===== src/hw/rtl/evag_pkg.sv =====
// Shared constants, types and register codes for the energy voice activity gate.
package evag_pkg;

   // Frame and field geometry
   localparam int FRAME_SAMPLES = 320;
   localparam int SAMPLE_W      = 16;
   localparam int TIME_W        = 32;
   localparam int CFG_W         = 16;
   localparam int LEVEL_W       = 16;
   localparam int SUM_W         = 24;
   localparam int IDX_W         = 9;
   localparam int ABS_W         = SAMPLE_W + 1;

   // Frame length as a vector; FS_W holds the largest legal frame (512)
   localparam int FS_W = 10;
   localparam logic [FS_W-1:0] FRAME_LEN  = FS_W'(FRAME_SAMPLES);
   localparam logic [IDX_W-1:0] LAST_IDX  = IDX_W'(FRAME_SAMPLES - 1);

   // Reciprocal divide: q0 = (sum * RECIP) >> RECIP_SHIFT is the quotient or one below
   localparam int RECIP_SHIFT = SUM_W;
   localparam int RECIP_W     = SUM_W + 1;
   localparam logic [RECIP_W-1:0] RECIP =
      RECIP_W'((64'd1 << RECIP_SHIFT) / FRAME_SAMPLES);
   localparam int PROD_W = SUM_W + RECIP_W;
   localparam int QF_W   = SUM_W + FS_W;
   localparam int REM_W  = FS_W + 1;

   // Frame queue
   localparam int QDEPTH = 4;
   localparam int QPTR_W = 2;
   localparam int QCNT_W = 3;

   // Configuration port
   localparam int CSR_ADDR_W = 4;
   localparam int CSR_DATA_W = 32;
   localparam int REG_IDX_W  = 2;
   localparam logic [REG_IDX_W-1:0] REG_VOICE_THRESHOLD    = 2'd0;
   localparam logic [REG_IDX_W-1:0] REG_MIN_VOICE_MS       = 2'd1;
   localparam logic [REG_IDX_W-1:0] REG_SILENCE_TIMEOUT_MS = 2'd2;

   localparam logic [CFG_W-1:0] RST_VOICE_THRESHOLD    = 16'd1000;
   localparam logic [CFG_W-1:0] RST_MIN_VOICE_MS       = 16'd200;
   localparam logic [CFG_W-1:0] RST_SILENCE_TIMEOUT_MS = 16'd1500;

   // One finished frame handed from front to back
   typedef struct packed {
      logic [SUM_W-1:0]  sum;
      logic [TIME_W-1:0] now_ms;
   } frame_type;

   // Configuration registers as seen by the back end
   typedef struct packed {
      logic [CFG_W-1:0] voice_threshold;
      logic [CFG_W-1:0] min_voice_ms;
      logic [CFG_W-1:0] silence_timeout_ms;
   } cfg_type;

endpackage


===== src/hw/rtl/evag_req_if.sv =====
// Sample input channel: valid/ready handshake carrying one audio word.
interface evag_req_if;
   import evag_pkg::*;

   logic                       valid;
   logic                       ready;
   logic signed [SAMPLE_W-1:0] sample;
   logic [TIME_W-1:0]          now_ms;

   modport source (output valid, output sample, output now_ms, input ready);
   modport sink   (input valid, input sample, input now_ms, output ready);
endinterface


===== src/hw/rtl/evag_rsp_if.sv =====
// Frame result channel: valid/ready handshake carrying one gate status word.
interface evag_rsp_if;
   import evag_pkg::*;

   logic               valid;
   logic               ready;
   logic               sending;
   logic               voice;
   logic [LEVEL_W-1:0] avg_level;
   logic               started;
   logic               stopped;

   modport source (output valid, output sending, output voice, output avg_level,
                   output started, output stopped, input ready);
   modport sink   (input valid, input sending, input voice, input avg_level,
                   input started, input stopped, output ready);
endinterface


===== src/hw/rtl/evag_front.sv =====
// Front end: accepts samples, accumulates absolute level, emits one word per frame.
module evag_front (
   input  logic                 clock,
   input  logic                 reset,
   evag_req_if.sink             req,
   input  logic                 q_full,
   output logic                 q_push,
   output evag_pkg::frame_type  q_data
);
   import evag_pkg::*;

   logic [SUM_W-1:0] sum_ff, sum_in;
   logic [IDX_W-1:0] idx_ff, idx_in;
   logic [ABS_W-1:0] abs_val;
   logic [SUM_W:0]   add_val;
   logic [SUM_W-1:0] sat_sum;
   logic             accept;
   logic             last;

   assign req.ready = !q_full;
   assign accept    = req.valid && req.ready;
   assign last      = (idx_ff == LAST_IDX);

   // Absolute value, saturating accumulate
   always_comb begin
      abs_val = req.sample[SAMPLE_W-1] ? (ABS_W'(0) - {req.sample[SAMPLE_W-1], req.sample})
                                       : {1'b0, req.sample};
      add_val = {1'b0, sum_ff} + (SUM_W+1)'(abs_val);
      sat_sum = add_val[SUM_W] ? {SUM_W{1'b1}} : add_val[SUM_W-1:0];
   end

   // Frame counter and sum update
   always_comb begin
      sum_in = sum_ff;
      idx_in = idx_ff;
      if (accept) begin
         if (last) begin
            sum_in = '0;
            idx_in = '0;
         end else begin
            sum_in = sat_sum;
            idx_in = idx_ff + IDX_W'(1);
         end
      end
   end

   always_ff @(posedge clock) begin
      if (reset) begin
         sum_ff <= '0;
         idx_ff <= '0;
      end else begin
         sum_ff <= sum_in;
         idx_ff <= idx_in;
      end
   end

   // Frame word goes to the queue on the last sample
   assign q_push        = accept && last;
   assign q_data.sum    = sat_sum;
   assign q_data.now_ms = req.now_ms;

endmodule


===== src/hw/rtl/evag_queue.sv =====
// Short frame queue between front and back ends.
module evag_queue (
   input  logic                 clock,
   input  logic                 reset,
   input  logic                 push,
   input  evag_pkg::frame_type  push_data,
   output logic                 full,
   input  logic                 pop,
   output logic                 empty,
   output evag_pkg::frame_type  pop_data
);
   import evag_pkg::*;

   frame_type         mem_ff [QDEPTH];
   logic [QPTR_W-1:0] wr_ff, wr_in;
   logic [QPTR_W-1:0] rd_ff, rd_in;
   logic [QCNT_W-1:0] cnt_ff, cnt_in;
   logic              do_push;
   logic              do_pop;

   assign full     = (cnt_ff == QCNT_W'(QDEPTH));
   assign empty    = (cnt_ff == '0);
   assign do_push  = push && !full;
   assign do_pop   = pop && !empty;
   assign pop_data = mem_ff[rd_ff];

   // Pointer and fill count update
   always_comb begin
      wr_in  = do_push ? wr_ff + QPTR_W'(1) : wr_ff;
      rd_in  = do_pop  ? rd_ff + QPTR_W'(1) : rd_ff;
      cnt_in = cnt_ff;
      if (do_push && !do_pop) begin
         cnt_in = cnt_ff + QCNT_W'(1);
      end else if (do_pop && !do_push) begin
         cnt_in = cnt_ff - QCNT_W'(1);
      end
   end

   always_ff @(posedge clock) begin
      if (reset) begin
         wr_ff  <= '0;
         rd_ff  <= '0;
         cnt_ff <= '0;
      end else begin
         wr_ff  <= wr_in;
         rd_ff  <= rd_in;
         cnt_ff <= cnt_in;
      end
   end

   // Storage
   always_ff @(posedge clock) begin
      if (do_push) begin
         mem_ff[wr_ff] <= push_data;
      end
   end

endmodule


===== src/hw/rtl/evag_back.sv =====
// Back end: divides the frame sum, classifies voice and runs the gate state.
module evag_back (
   input  logic                 clock,
   input  logic                 reset,
   input  evag_pkg::cfg_type    cfg,
   input  logic                 q_empty,
   input  evag_pkg::frame_type  q_data,
   output logic                 q_pop,
   evag_rsp_if.source           rsp
);
   import evag_pkg::*;

   // Pipeline valids and stall
   logic v1_ff, v2_ff, v3_ff, out_v_ff;
   logic v1_in, v2_in, v3_in, out_v_in;
   logic adv;

   // Stage 1: reciprocal product
   logic [PROD_W-1:0] prod_ff;
   logic [SUM_W-1:0]  sum1_ff;
   logic [TIME_W-1:0] now1_ff;
   // Stage 2: estimate and back-multiply
   logic [SUM_W-1:0]  q2_ff;
   logic [QF_W-1:0]   qf2_ff;
   logic [SUM_W-1:0]  sum2_ff;
   logic [TIME_W-1:0] now2_ff;
   // Stage 3: corrected average and voice flag
   logic [LEVEL_W-1:0] avg3_ff;
   logic               voice3_ff;
   logic [TIME_W-1:0]  now3_ff;

   logic [SUM_W-1:0]  q_est;
   logic [SUM_W-1:0]  rem_full;
   logic [REM_W-1:0]  rem;
   logic [SUM_W-1:0]  avg_full;
   logic              voice_in;

   // Gate state
   logic              gate_ff, gate_in;
   logic              prev_ff, prev_in;
   logic [TIME_W-1:0] onset_ff, onset_in;
   logic [TIME_W-1:0] last_ff, last_in;
   logic [TIME_W-1:0] dt_on;
   logic [TIME_W-1:0] dt_last;
   logic              started_in;
   logic              stopped_in;

   // Whole pipeline moves when the output word is free or being taken
   assign adv   = !out_v_ff || rsp.ready;
   assign q_pop = adv && !q_empty;

   always_comb begin
      v1_in    = adv ? q_pop : v1_ff;
      v2_in    = adv ? v1_ff : v2_ff;
      v3_in    = adv ? v2_ff : v3_ff;
      out_v_in = adv ? v3_ff : out_v_ff;
   end

   always_ff @(posedge clock) begin
      if (reset) begin
         v1_ff    <= 1'b0;
         v2_ff    <= 1'b0;
         v3_ff    <= 1'b0;
         out_v_ff <= 1'b0;
      end else begin
         v1_ff    <= v1_in;
         v2_ff    <= v2_in;
         v3_ff    <= v3_in;
         out_v_ff <= out_v_in;
      end
   end

   // Division datapath
   always_comb begin
      q_est    = prod_ff[RECIP_SHIFT +: SUM_W];
      rem_full = sum2_ff - qf2_ff[SUM_W-1:0];
      rem      = rem_full[REM_W-1:0];
      avg_full = q2_ff + SUM_W'(rem >= REM_W'(FRAME_LEN));
      voice_in = avg_full > SUM_W'(cfg.voice_threshold);
   end

   always_ff @(posedge clock) begin
      if (adv) begin
         prod_ff   <= PROD_W'(q_data.sum) * PROD_W'(RECIP);
         sum1_ff   <= q_data.sum;
         now1_ff   <= q_data.now_ms;
         q2_ff     <= q_est;
         qf2_ff    <= QF_W'(q_est) * QF_W'(FRAME_LEN);
         sum2_ff   <= sum1_ff;
         now2_ff   <= now1_ff;
         avg3_ff   <= avg_full[LEVEL_W-1:0];
         voice3_ff <= voice_in;
         now3_ff   <= now2_ff;
      end
   end

   // Onset qualification and silence hangover
   always_comb begin
      dt_on      = prev_ff ? (now3_ff - onset_ff) : '0;
      dt_last    = now3_ff - last_ff;
      gate_in    = gate_ff;
      prev_in    = prev_ff;
      onset_in   = onset_ff;
      last_in    = last_ff;
      started_in = 1'b0;
      stopped_in = 1'b0;
      if (v3_ff && adv) begin
         prev_in = voice3_ff;
         if (voice3_ff) begin
            last_in = now3_ff;
            if (!prev_ff) begin
               onset_in = now3_ff;
            end
            if (!gate_ff && (dt_on >= TIME_W'(cfg.min_voice_ms))) begin
               gate_in    = 1'b1;
               started_in = 1'b1;
            end
         end else if (gate_ff && (dt_last >= TIME_W'(cfg.silence_timeout_ms))) begin
            gate_in    = 1'b0;
            stopped_in = 1'b1;
         end
      end
   end

   always_ff @(posedge clock) begin
      if (reset) begin
         gate_ff  <= 1'b0;
         prev_ff  <= 1'b0;
         onset_ff <= '0;
         last_ff  <= '0;
      end else begin
         gate_ff  <= gate_in;
         prev_ff  <= prev_in;
         onset_ff <= onset_in;
         last_ff  <= last_in;
      end
   end

   // Output word register
   logic               o_sending_ff;
   logic               o_voice_ff;
   logic [LEVEL_W-1:0] o_avg_ff;
   logic               o_started_ff;
   logic               o_stopped_ff;

   always_ff @(posedge clock) begin
      if (adv) begin
         o_sending_ff <= gate_in;
         o_voice_ff   <= voice3_ff;
         o_avg_ff     <= avg3_ff;
         o_started_ff <= started_in;
         o_stopped_ff <= stopped_in;
      end
   end

   assign rsp.valid     = out_v_ff;
   assign rsp.sending   = o_sending_ff;
   assign rsp.voice     = o_voice_ff;
   assign rsp.avg_level = o_avg_ff;
   assign rsp.started   = o_started_ff;
   assign rsp.stopped   = o_stopped_ff;

endmodule


===== src/hw/rtl/energy_voice_activity_gate.sv =====
// Energy voice activity gate: the top level with its configuration registers.
// Takes one audio sample word per clock cycle. Absolute sample values are
// summed over a frame of FRAME_SAMPLES samples; on the last sample the frame
// word (sum and timestamp) drops into a four-entry queue. The back end divides
// by the frame length with a reciprocal multiply and one correction step,
// compares against the threshold and runs the onset and hangover logic, one
// frame per cycle from queue to a registered result word. A result word that
// waits at the output stalls the back end only; samples keep flowing until
// four frames are queued. Registers (32-bit APB, zero wait states): 0x0 voice
// threshold, 0x4 minimum voice time in ms, 0x8 silence timeout in ms.
module energy_voice_activity_gate (
   input  logic                              clock,
   input  logic                              reset,
   evag_req_if.sink                          req_chan,
   evag_rsp_if.source                        rsp_chan,
   input  logic                              psel,
   input  logic                              penable,
   input  logic                              pwrite,
   input  logic [evag_pkg::CSR_ADDR_W-1:0]   paddr,
   input  logic [evag_pkg::CSR_DATA_W-1:0]   pwdata,
   output logic [evag_pkg::CSR_DATA_W-1:0]   prdata,
   output logic                              pready
);
   import evag_pkg::*;

   logic [CFG_W-1:0]     thr_ff, thr_in;
   logic [CFG_W-1:0]     minv_ff, minv_in;
   logic [CFG_W-1:0]     sil_ff, sil_in;
   logic [REG_IDX_W-1:0] reg_idx;
   logic                 wr_en;
   cfg_type              cfg;

   logic      q_push;
   logic      q_pop;
   logic      q_full;
   logic      q_empty;
   frame_type q_wdata;
   frame_type q_rdata;

   // Register write decode
   assign pready  = 1'b1;
   assign wr_en   = psel && penable && pwrite;
   assign reg_idx = paddr[CSR_ADDR_W-1:2];

   always_comb begin
      thr_in  = thr_ff;
      minv_in = minv_ff;
      sil_in  = sil_ff;
      if (wr_en) begin
         case (reg_idx)
            REG_VOICE_THRESHOLD:    thr_in  = pwdata[CFG_W-1:0];
            REG_MIN_VOICE_MS:       minv_in = pwdata[CFG_W-1:0];
            REG_SILENCE_TIMEOUT_MS: sil_in  = pwdata[CFG_W-1:0];
            default: ;
         endcase
      end
   end

   always_ff @(posedge clock) begin
      if (reset) begin
         thr_ff  <= RST_VOICE_THRESHOLD;
         minv_ff <= RST_MIN_VOICE_MS;
         sil_ff  <= RST_SILENCE_TIMEOUT_MS;
      end else begin
         thr_ff  <= thr_in;
         minv_ff <= minv_in;
         sil_ff  <= sil_in;
      end
   end

   // Register read mux
   always_comb begin
      case (reg_idx)
         REG_VOICE_THRESHOLD:    prdata = CSR_DATA_W'(thr_ff);
         REG_MIN_VOICE_MS:       prdata = CSR_DATA_W'(minv_ff);
         REG_SILENCE_TIMEOUT_MS: prdata = CSR_DATA_W'(sil_ff);
         default:                prdata = '0;
      endcase
   end

   assign cfg.voice_threshold    = thr_ff;
   assign cfg.min_voice_ms       = minv_ff;
   assign cfg.silence_timeout_ms = sil_ff;

   evag_front u_front (
      .clock  (clock),
      .reset  (reset),
      .req    (req_chan),
      .q_full (q_full),
      .q_push (q_push),
      .q_data (q_wdata)
   );

   evag_queue u_queue (
      .clock     (clock),
      .reset     (reset),
      .push      (q_push),
      .push_data (q_wdata),
      .full      (q_full),
      .pop       (q_pop),
      .empty     (q_empty),
      .pop_data  (q_rdata)
   );

   evag_back u_back (
      .clock   (clock),
      .reset   (reset),
      .cfg     (cfg),
      .q_empty (q_empty),
      .q_data  (q_rdata),
      .q_pop   (q_pop),
      .rsp     (rsp_chan)
   );

endmodule


===== src/flat_wrapper.sv =====
// flat-port wrapper written by rule: the top's interface ports become plain ports
module energy_voice_activity_gate_flat import evag_pkg::*;
  (clock, reset, psel, penable, pwrite, paddr, pwdata, prdata, pready, req_chan_valid, req_chan_sample, req_chan_now_ms, req_chan_ready, rsp_chan_valid, rsp_chan_sending, rsp_chan_voice, rsp_chan_avg_level, rsp_chan_started, rsp_chan_stopped, rsp_chan_ready);
  evag_req_if req_chan_i ();
  evag_rsp_if rsp_chan_i ();
  input  logic clock;
  input  logic reset;
  input  logic psel;
  input  logic penable;
  input  logic pwrite;
  input  logic [evag_pkg::CSR_ADDR_W-1:0] paddr;
  input  logic [evag_pkg::CSR_DATA_W-1:0] pwdata;
  output logic [evag_pkg::CSR_DATA_W-1:0] prdata;
  output logic pready;
  input wire logic [$bits(req_chan_i.valid)-1:0] req_chan_valid;
  input wire logic [$bits(req_chan_i.sample)-1:0] req_chan_sample;
  input wire logic [$bits(req_chan_i.now_ms)-1:0] req_chan_now_ms;
  output wire logic [$bits(req_chan_i.ready)-1:0] req_chan_ready;
  output wire logic [$bits(rsp_chan_i.valid)-1:0] rsp_chan_valid;
  output wire logic [$bits(rsp_chan_i.sending)-1:0] rsp_chan_sending;
  output wire logic [$bits(rsp_chan_i.voice)-1:0] rsp_chan_voice;
  output wire logic [$bits(rsp_chan_i.avg_level)-1:0] rsp_chan_avg_level;
  output wire logic [$bits(rsp_chan_i.started)-1:0] rsp_chan_started;
  output wire logic [$bits(rsp_chan_i.stopped)-1:0] rsp_chan_stopped;
  input wire logic [$bits(rsp_chan_i.ready)-1:0] rsp_chan_ready;
  assign req_chan_i.valid = req_chan_valid;
  assign req_chan_i.sample = req_chan_sample;
  assign req_chan_i.now_ms = req_chan_now_ms;
  assign req_chan_ready = req_chan_i.ready;
  assign rsp_chan_valid = rsp_chan_i.valid;
  assign rsp_chan_sending = rsp_chan_i.sending;
  assign rsp_chan_voice = rsp_chan_i.voice;
  assign rsp_chan_avg_level = rsp_chan_i.avg_level;
  assign rsp_chan_started = rsp_chan_i.started;
  assign rsp_chan_stopped = rsp_chan_i.stopped;
  assign rsp_chan_i.ready = rsp_chan_ready;
  energy_voice_activity_gate u_core (.clock(clock), .reset(reset), .req_chan(req_chan_i), .rsp_chan(rsp_chan_i), .psel(psel), .penable(penable), .pwrite(pwrite), .paddr(paddr), .pwdata(pwdata), .prdata(prdata), .pready(pready));
endmodule

===== config.mk =====
export PLATFORM = sky130hd
export DESIGN_NAME = energy_voice_activity_gate_flat
export DESIGN_NICKNAME = d
export VERILOG_FILES = /design/src/hw/rtl/evag_pkg.sv /design/src/hw/rtl/evag_req_if.sv /design/src/hw/rtl/evag_rsp_if.sv /design/src/hw/rtl/evag_front.sv /design/src/hw/rtl/evag_queue.sv /design/src/hw/rtl/evag_back.sv /design/src/hw/rtl/energy_voice_activity_gate.sv /design/src/flat_wrapper.sv
export SDC_FILE = /design/constraint.sdc
export NUM_CORES = 1
export LEC_CHECK = 0
export BUFFER_PORTS_ARGS = -buffer_cell sky130_fd_sc_hd__buf_2
export CAP_MARGIN = 20
export CORE_ASPECT_RATIO = 1.2
export CORE_UTILIZATION = 45
export CTS_CLUSTER_DIAMETER = 30
export DETAILED_ROUTE_END_ITERATION = 8
export GPL_TIMING_DRIVEN = 0
export SYNTH_ARGS = -nofsm -noshare
export SYNTH_HDL_FRONTEND = slang
export SYNTH_SLANG_ARGS = --single-unit

===== constraint.sdc =====
create_clock -name clock -period 7.3 [get_ports clock]
set_input_delay 0 -clock clock [delete_from_list [all_inputs] [get_ports clock]]
set_output_delay 0 -clock clock [all_outputs]
set_load 0.02 [all_outputs]

[Word level (Yosys, flattened, before mapping)]
Memory sizes are Yosys's and may differ from the RTL's. A register that Yosys moved wholly into a read port is not among the register bits.
Cells that the tools add are included.
Storage, ports and cells
  memories: 1
  flip-flop bits (word level): 372
  output and inout port bits: 55
  logic and storage cells: 101
  bits in writable memories: 224
  input port bits: 91
Operators by class
  reductions and logical operators: 28
  $lt $le $gt $ge: 4
  $mul: 2
  add/subtract/negate cells: 11
  bitwise gates (word level): 2
  equal/unequal tests: 4
  muxes and demuxes: 18
Memories
  u_core.u_queue.mem_ff: depth 4, bits a word 56, read ports 1, clocked after Yosys merged registers in 1, write ports 1, line evag_queue.sv:14  | frame_type mem_ff [QDEPTH];
Operator list (number)
  $ge 32x16->1: 2
  $sub 32x32->32: 2
  $mux 24: 2
  $pmux 16 s3: 1
  $mul 24x14->38 const B: 1
  $mux 32: 1
  $add 24x17->25: 1
  $add 16x1->17: 1
  $gt 17x16->1: 1
  $mux 17: 1
  $sub 1x16->17 const A: 1
  $mul 16x3->5 const B: 1
  $logic_and 1x1->1: 12
  $ge 11x9->1 const B: 1
  $sub 11x11->11: 1
  $add 9x1->9 const B: 1
  $eq 9x9->1 const B: 1
  $mux 9: 1
  $mux 1: 8
  $reduce_and 2->1: 4
  $logic_not 1->1: 6
  $mux 3: 2
  $add 2x1->2 const B: 2
  $mux 2: 2
  12 further kinds: 13

[Longest topological paths before layout]
  depth in word-level cells: 9
  mapped depth: 27
  mapped depth without buffers: 25

[Modules after synthesis]
Synthesis repeated with hierarchy kept, for this count alone.
Unflattened totals
  cell total of the unflattened synthesis: 2871
  area, all modules: 33035.4 µm²
Modules (own cells, without submodules)
  evag_back: instances 1, cells an instance 1894, area an instance 18965.7 µm², seq. area each 6746.5 µm²
  evag_queue: instances 1, cells an instance 340, area an instance 8578.2 µm², seq. area each 6906.6 µm²
  evag_front: instances 1, cells an instance 379, area an instance 3080.5 µm², seq. area each 660.6 µm²
  energy_voice_activity_gate: instances 1, cells an instance 258, area an instance 2411.1 µm², seq. area each 960.9 µm²

[Least setup slack after synthesis]
OpenSTA, ideal clock, no wires.
  path kind: reg2reg
  start point: register u_core.u_back.out_v_ff, in the netlist u_core.u_back.rsp.valid
  end point: register u_core.u_queue.cnt_ff[2]
  slack: -469 ps
  arrival time: 7698 ps
  path buffers: 1
  library setup time: 71 ps
  period minus slack after synthesis: 7769 ps
  cell stages (with the launch flop): 10
  required time: 7229 ps
  cell sequence: dfxtp_1 > nand2b_1 > clkbuf_1 > o31ai_1 > ha_1 > inv_1 > fa_1 > xor2_1 > or3_1 > a21oi_1
On the way
  word-level cells in the longest chain between the ends: 7
  elaborated cells between the ends (all ways): 9
  classes of those cells: mux (1); reduce/logical (8)
Ends and longest elaborated chain
  start, declared: line evag_back.sv:14  | logic v1_ff, v2_ff, v3_ff, out_v_ff;
  start signal, assigned: line evag_back.sv:69  | out_v_ff <= out_v_in;
  $logic_not 1->1 (*): line evag_back.sv:49  | assign adv = !out_v_ff || rsp.ready;
  $logic_or 1x1->1 (*): line evag_back.sv:49
  $logic_and 1x1->1 (*): line evag_back.sv:50  | assign q_pop = adv && !q_empty;
  $logic_and 1x1->1 (*): line evag_queue.sv:24  | assign do_pop = pop && !empty;
  $logic_not 1->1: line evag_queue.sv:32  | if (do_push && !do_pop) begin
  $logic_and 1x1->1: line evag_queue.sv:32
  $mux 3 or $reduce_bool 2->1 (tied branches)
  end signal, assigned: line evag_queue.sv:47  | cnt_ff <= cnt_in;
  end, declared: line evag_queue.sv:17  | logic [QCNT_W-1:0] cnt_ff, cnt_in;
Mark *: on every way between the ends. The rest lies on a longest branch, timed or not.
A chain may end at the register's enable or synchronous reset.

==> run_results.csv <==
group,metric,value,unit
outcome,status,"complete, no violations",
setup_path,cp_data_arrival_time,7.42,ns
run,drv_cap,0,
synth,netlist_top_cells_count,"edfxtp_1 (402), nand2_1 (329), inv_1 (307), ha_1 (302), a21oi_1 (191)",
setup_path,critPathLaunchType,"flop",
timing,setup_viol,0,
global_routing,grt_busiest_layer,"met2",
power,power_density,216,nW/um2
floorplan,fp.dieArea,72200,um2
routing,drt_iter0_markers,1125,
global_routing,met2_usage,0.348,
synth,synth_most_common_cell,"edfxtp_1",
hold_path,holdPathEnd,"u_core.sil_ff[0]",
final_layout,ff_latch_area,15300,um2
global_routing,grt-ovfl-total,0,
synth,yosys_warnings,0,
setup_path,end_kind,"flop",
setup_path,critPathMaxFanout,10,
setup_path,critPathSlowestCell,"mux4_2",
power,vdd_drop_max,0.000181,V
global_routing,grt_first_pass_wirelength,116000,um
global_routing,grtUsageTotal,0.206,
timing,slew_viol_final,0,
global_routing,globalRouteMet1Util,0.260,
floorplan,die-width,245,um
hold_path,hold_path.startpoint,"psel",
routing,final_antenna_net_count,0,
final_layout,design_area,38100,um2
clock_network,root_buffer,"clkbuf_16",
setup_path,r2r_cells,25,
global_routing,grt_pass1_vias,22100,
routing,viasPerCell,5.27,
synth,avgSynthCellArea,11.5,um2
synth,async_reset_ff_frac,0,
timing,fin_hold_ws,0.0569,ns
setup_path,required,7.69,ns
setup_path,r2r_end,"u_core.u_back.prod_ff[39]",
floorplan,core-area,70000,um2
place,gp_congestion,0.910,
place,post-dp-hpwl,55200,um
clock_network,clockBufferDepth,3,
synth,synthCells,2788,
hold_path,hp-class,"in -> reg",
routing,drcViolationCount,0,
final_layout,final_nets,3607,
final_layout,post-route-util,0.544,
timing,slew_headroom,0.215,
setup_path,cp_common_cell,"fa_1",
global_routing,grt_max_degree,107,
synth,ys_top_cells_by_area,"edfxtp_1 (38%), ha_1 (12%), dfxtp_1 (10%), fa_1 (7.2%), mux4_2 (3.9%)",
clock_network,h-tree-depth,3,
clock_network,cts.clk_slew.worst_paths,0.05,ns
synth,synth_top_cell_by_area,"edfxtp_1",
final_layout,area_growth,19.1,%
setup_path,cpLargestDelayFamily,"adder cells",
power,pwr-share-clk,0.527,
synth,synth_area,32000,um2
power,p_comb_frac,0.049,
timing,timing.final.crit_share,0.963,
global_routing,antenna_found_initial,1,
routing,vias,21600,
setup_path,critPathKind,"reg -> reg",
routing,drt_first_pass_iters,6,
clock_network,clk_latency,0.66,ns
synth,ys_ff_latch,562,
floorplan,start_util,0.457,
timing,worst_clock_skew,0.0491,ns
setup_path,path_buf_inv,6,
setup_path,slowest_delay,0.61,ns
timing,fmax,0.142,GHz
synth,ys_seq_area_frac,0.477,
timing,worstMarginPinSlew,1.18,ns
timing,fin_tns_setup,0,ns
routing,wl,74300,um
global_routing,grt_use_met3,0.0337,
clock_network,cts_buffers,93,
final_layout,fillCellCount,6006,
timing,post-route-min-period,7.03,ns
power,swShare,0.227,
final_layout,multi_input_area,15400,um2
power,leakage,15.0,nW
synth,synth_top_area_share,0.377,
timing,finalHoldViolations,0,
floorplan,row_count,106,
setup_path,regToRegSetupSlack,0.27,ns
floorplan,die_h,294,um
final_layout,diodes,0,
clock_network,cts_sinks,562,
place,dpl_cell_area,33900,um2
synth,ys.flop_type,"edfxtp_1",
floorplan,io_pins,146,
power,netSwitchingPower,1.87,mW
hold_path,hold_path_depth,4,
place,numPortBuffers,110,
synth,synth_edf_count,402,
final_layout,drive_gt1_frac,0.137,
routing,wl_per_cell,18.1,um
synth,ys_types,80,
power,power.internal,6.35,mW
clock_network,cts_tree,"built",
power,p_seq_frac,0.425,
==> metrics by stage <==
| stage | total power [mW] | worst slack [ns] | instances |
|---|---|---|---|
| global placement | 3.91 | -1.57 | 3832 |
| finish | 8.23 | 0.271 | 4093 |
| CTS | 8.30 | 0.0190 | 4076 |
| detailed placement | 3.93 | -1.70 | 3837 |
| floorplan | 3.80 | 0.0945 | 2804 |
| global route | 8.49 | -0.0206 | 4093 |
==> cell type report <==
| cell class | instances | area share |
|---|---|---|
| Inverter | 308 | 0.0303 |
| Tap cell | 918 | 0.0301 |
| Timing Repair Buffer | 200 | 0.0378 |
| Sequential cell | 562 | 0.401 |
| Clock buffer | 110 | 0.0651 |
| Clock inverter | 61 | 0.0189 |
| Multi-Input combinational cell | 1836 | 0.404 |
| Buffer | 98 | 0.0133 |
==> worst max path at each step <==
stage / endpoint / startpoint / slack (ns) / cells past startpoint
global route: u_core.u_back.prod_ff[39] / flop / -0.02 / 25
global placement: u_core.u_back.prod_ff[39] / flop / -1.57 / 24
floorplan: u_core.u_back.prod_ff[39] / flop / 0.09 / 25
CTS: u_core.u_back.prod_ff[39] / flop / 0.02 / 24
finish: u_core.u_back.prod_ff[39] / flop / 0.27 / 25
detailed placement: u_core.u_back.prod_ff[39] / flop / -1.70 / 24
==> power groups by stage <==
| stage | logic [mW] | clock network [mW] | registers, mW |
|---|---|---|---|
| 6_report | 0.401 | 4.33 | 3.49 |
| 5_1_grt | 0.443 | 4.55 | 3.49 |
| 4_1_cts | 0.402 | 4.41 | 3.49 |
| 3_5_place_dp | 0.375 | 0 | 3.55 |
| 3_3_place_gp | 0.359 | 0 | 3.55 |
| 2_1_floorplan | 0.251 | 0 | 3.55 |
==> timing repair <==
item	CTS	global route
gates resized for setup	27	17
hold endpoints to repair	192	0
hold buffers	57	0
setup buffers	11	17
pin swaps	3	8
endpoints found under the setup margin	16	7
==> worst register-to-register path: stages, from the launching register on <==
cell and delay, ns:
dfxtp_2 0.37, clkbuf_16 0.18, buf_12 0.16, mux4_2 0.62, ha_4 0.28, fa_1 0.54, inv_1 0.07, fa_1 0.52
fa_1 0.55, inv_1 0.05, fa_1 0.52, inv_1 0.05, fa_1 0.51, inv_1 0.04, ha_1 0.20, a211oi_1 0.17
nand2_1 0.16, a2111oi_4 0.28, o21ai_2 0.17, a21oi_4 0.24, o21ai_2 0.13, o41ai_4 0.37, o2111ai_2 0.16, a21o_1 0.22
a21oi_1 0.17, xnor2_1 0.08
==> sequential cells by signal, indices dropped and copies added, names as in the netlist, 2 cells and up, named ones only <==
| signal | cells |
|---|---|
| u_core.u_back.now3_ff | 32 |
| u_core.u_back.sum2_ff | 5 |
| u_core.u_queue.cnt_ff | 3 |
| u_core.u_back.qf2_ff | 5 |
| u_core.u_queue.mem_ff | 224 |
| u_core.minv_ff | 16 |
| u_core.u_back.onset_ff | 32 |
| u_core.u_back.q2_ff | 14 |
| u_core.u_front.idx_ff | 9 |
| u_core.u_back.now2_ff | 32 |
| u_core.u_back.avg3_ff | 16 |
| u_core.u_front.sum_ff | 24 |
| u_core.u_back.prod_ff | 16 |
| u_core.sil_ff | 16 |
| u_core.u_queue.rd_ff | 2 |
| u_core.u_back.now1_ff | 32 |
| u_core.u_queue.wr_ff | 2 |
| u_core.u_back.rsp.avg_level | 16 |
| u_core.u_back.last_ff | 32 |
| u_core.thr_ff | 16 |
| u_core.u_back.sum1_ff | 5 |
==> layer usage <==
| metal | vias up | share of wire |
|---|---|---|
| li1 | 10500 | - |
| met5 | - | 0.00018 |
| met3 | 177 | 0.043 |
| met2 | 480 | 0.48 |
| met1 | 10400 | 0.44 |
| met4 | 2 | 0.037 |
==> kinds of logic after synthesis <==
family                     count (synthesis)  synth area share
muxes                                     85            0.0486
adders and majority gates                417             0.190
other                                      2          0.000235
DFF                                      562             0.477
xor gates and xnor gates                 123            0.0337
and+or+nand+nor                          668            0.0953
buffers and inverters                    406            0.0499
AOI/OAI and AO/OA                        525             0.105
==> placed cells by master (no fill, tap or decap), drive strengths merged, types with 7 or more instances in the layout <==
cell	synthesis	layout
edfxtp	402	402
nand2	329	329
inv	307	318
ha	302	302
a21oi	193	193
clkbuf	70	179
buf	28	172
dfxtp	160	160
nor2	116	116
fa	115	115
o21ai	97	97
xnor2	76	76
dlygate4sd3	0	57
mux4	56	56
a21o	50	50
xor2	47	47
nand3	44	44
clkinv	1	36
nand2b	31	31
o211ai	26	26
nand4	26	26
mux2i	26	26
o21a	23	23
nor2b	22	22
a22o	21	21
and2	21	21
a211oi	19	19
conb	2	18
nor3	17	17
and3	11	11
or3	11	11
o21bai	11	11
a31oi	11	11
or2	9	9
a2111oi	9	9
o31ai	8	8
clkinvlp	0	8
nor3b	7	7
bufinv	0	7
(Power assumes the default switching activity.)
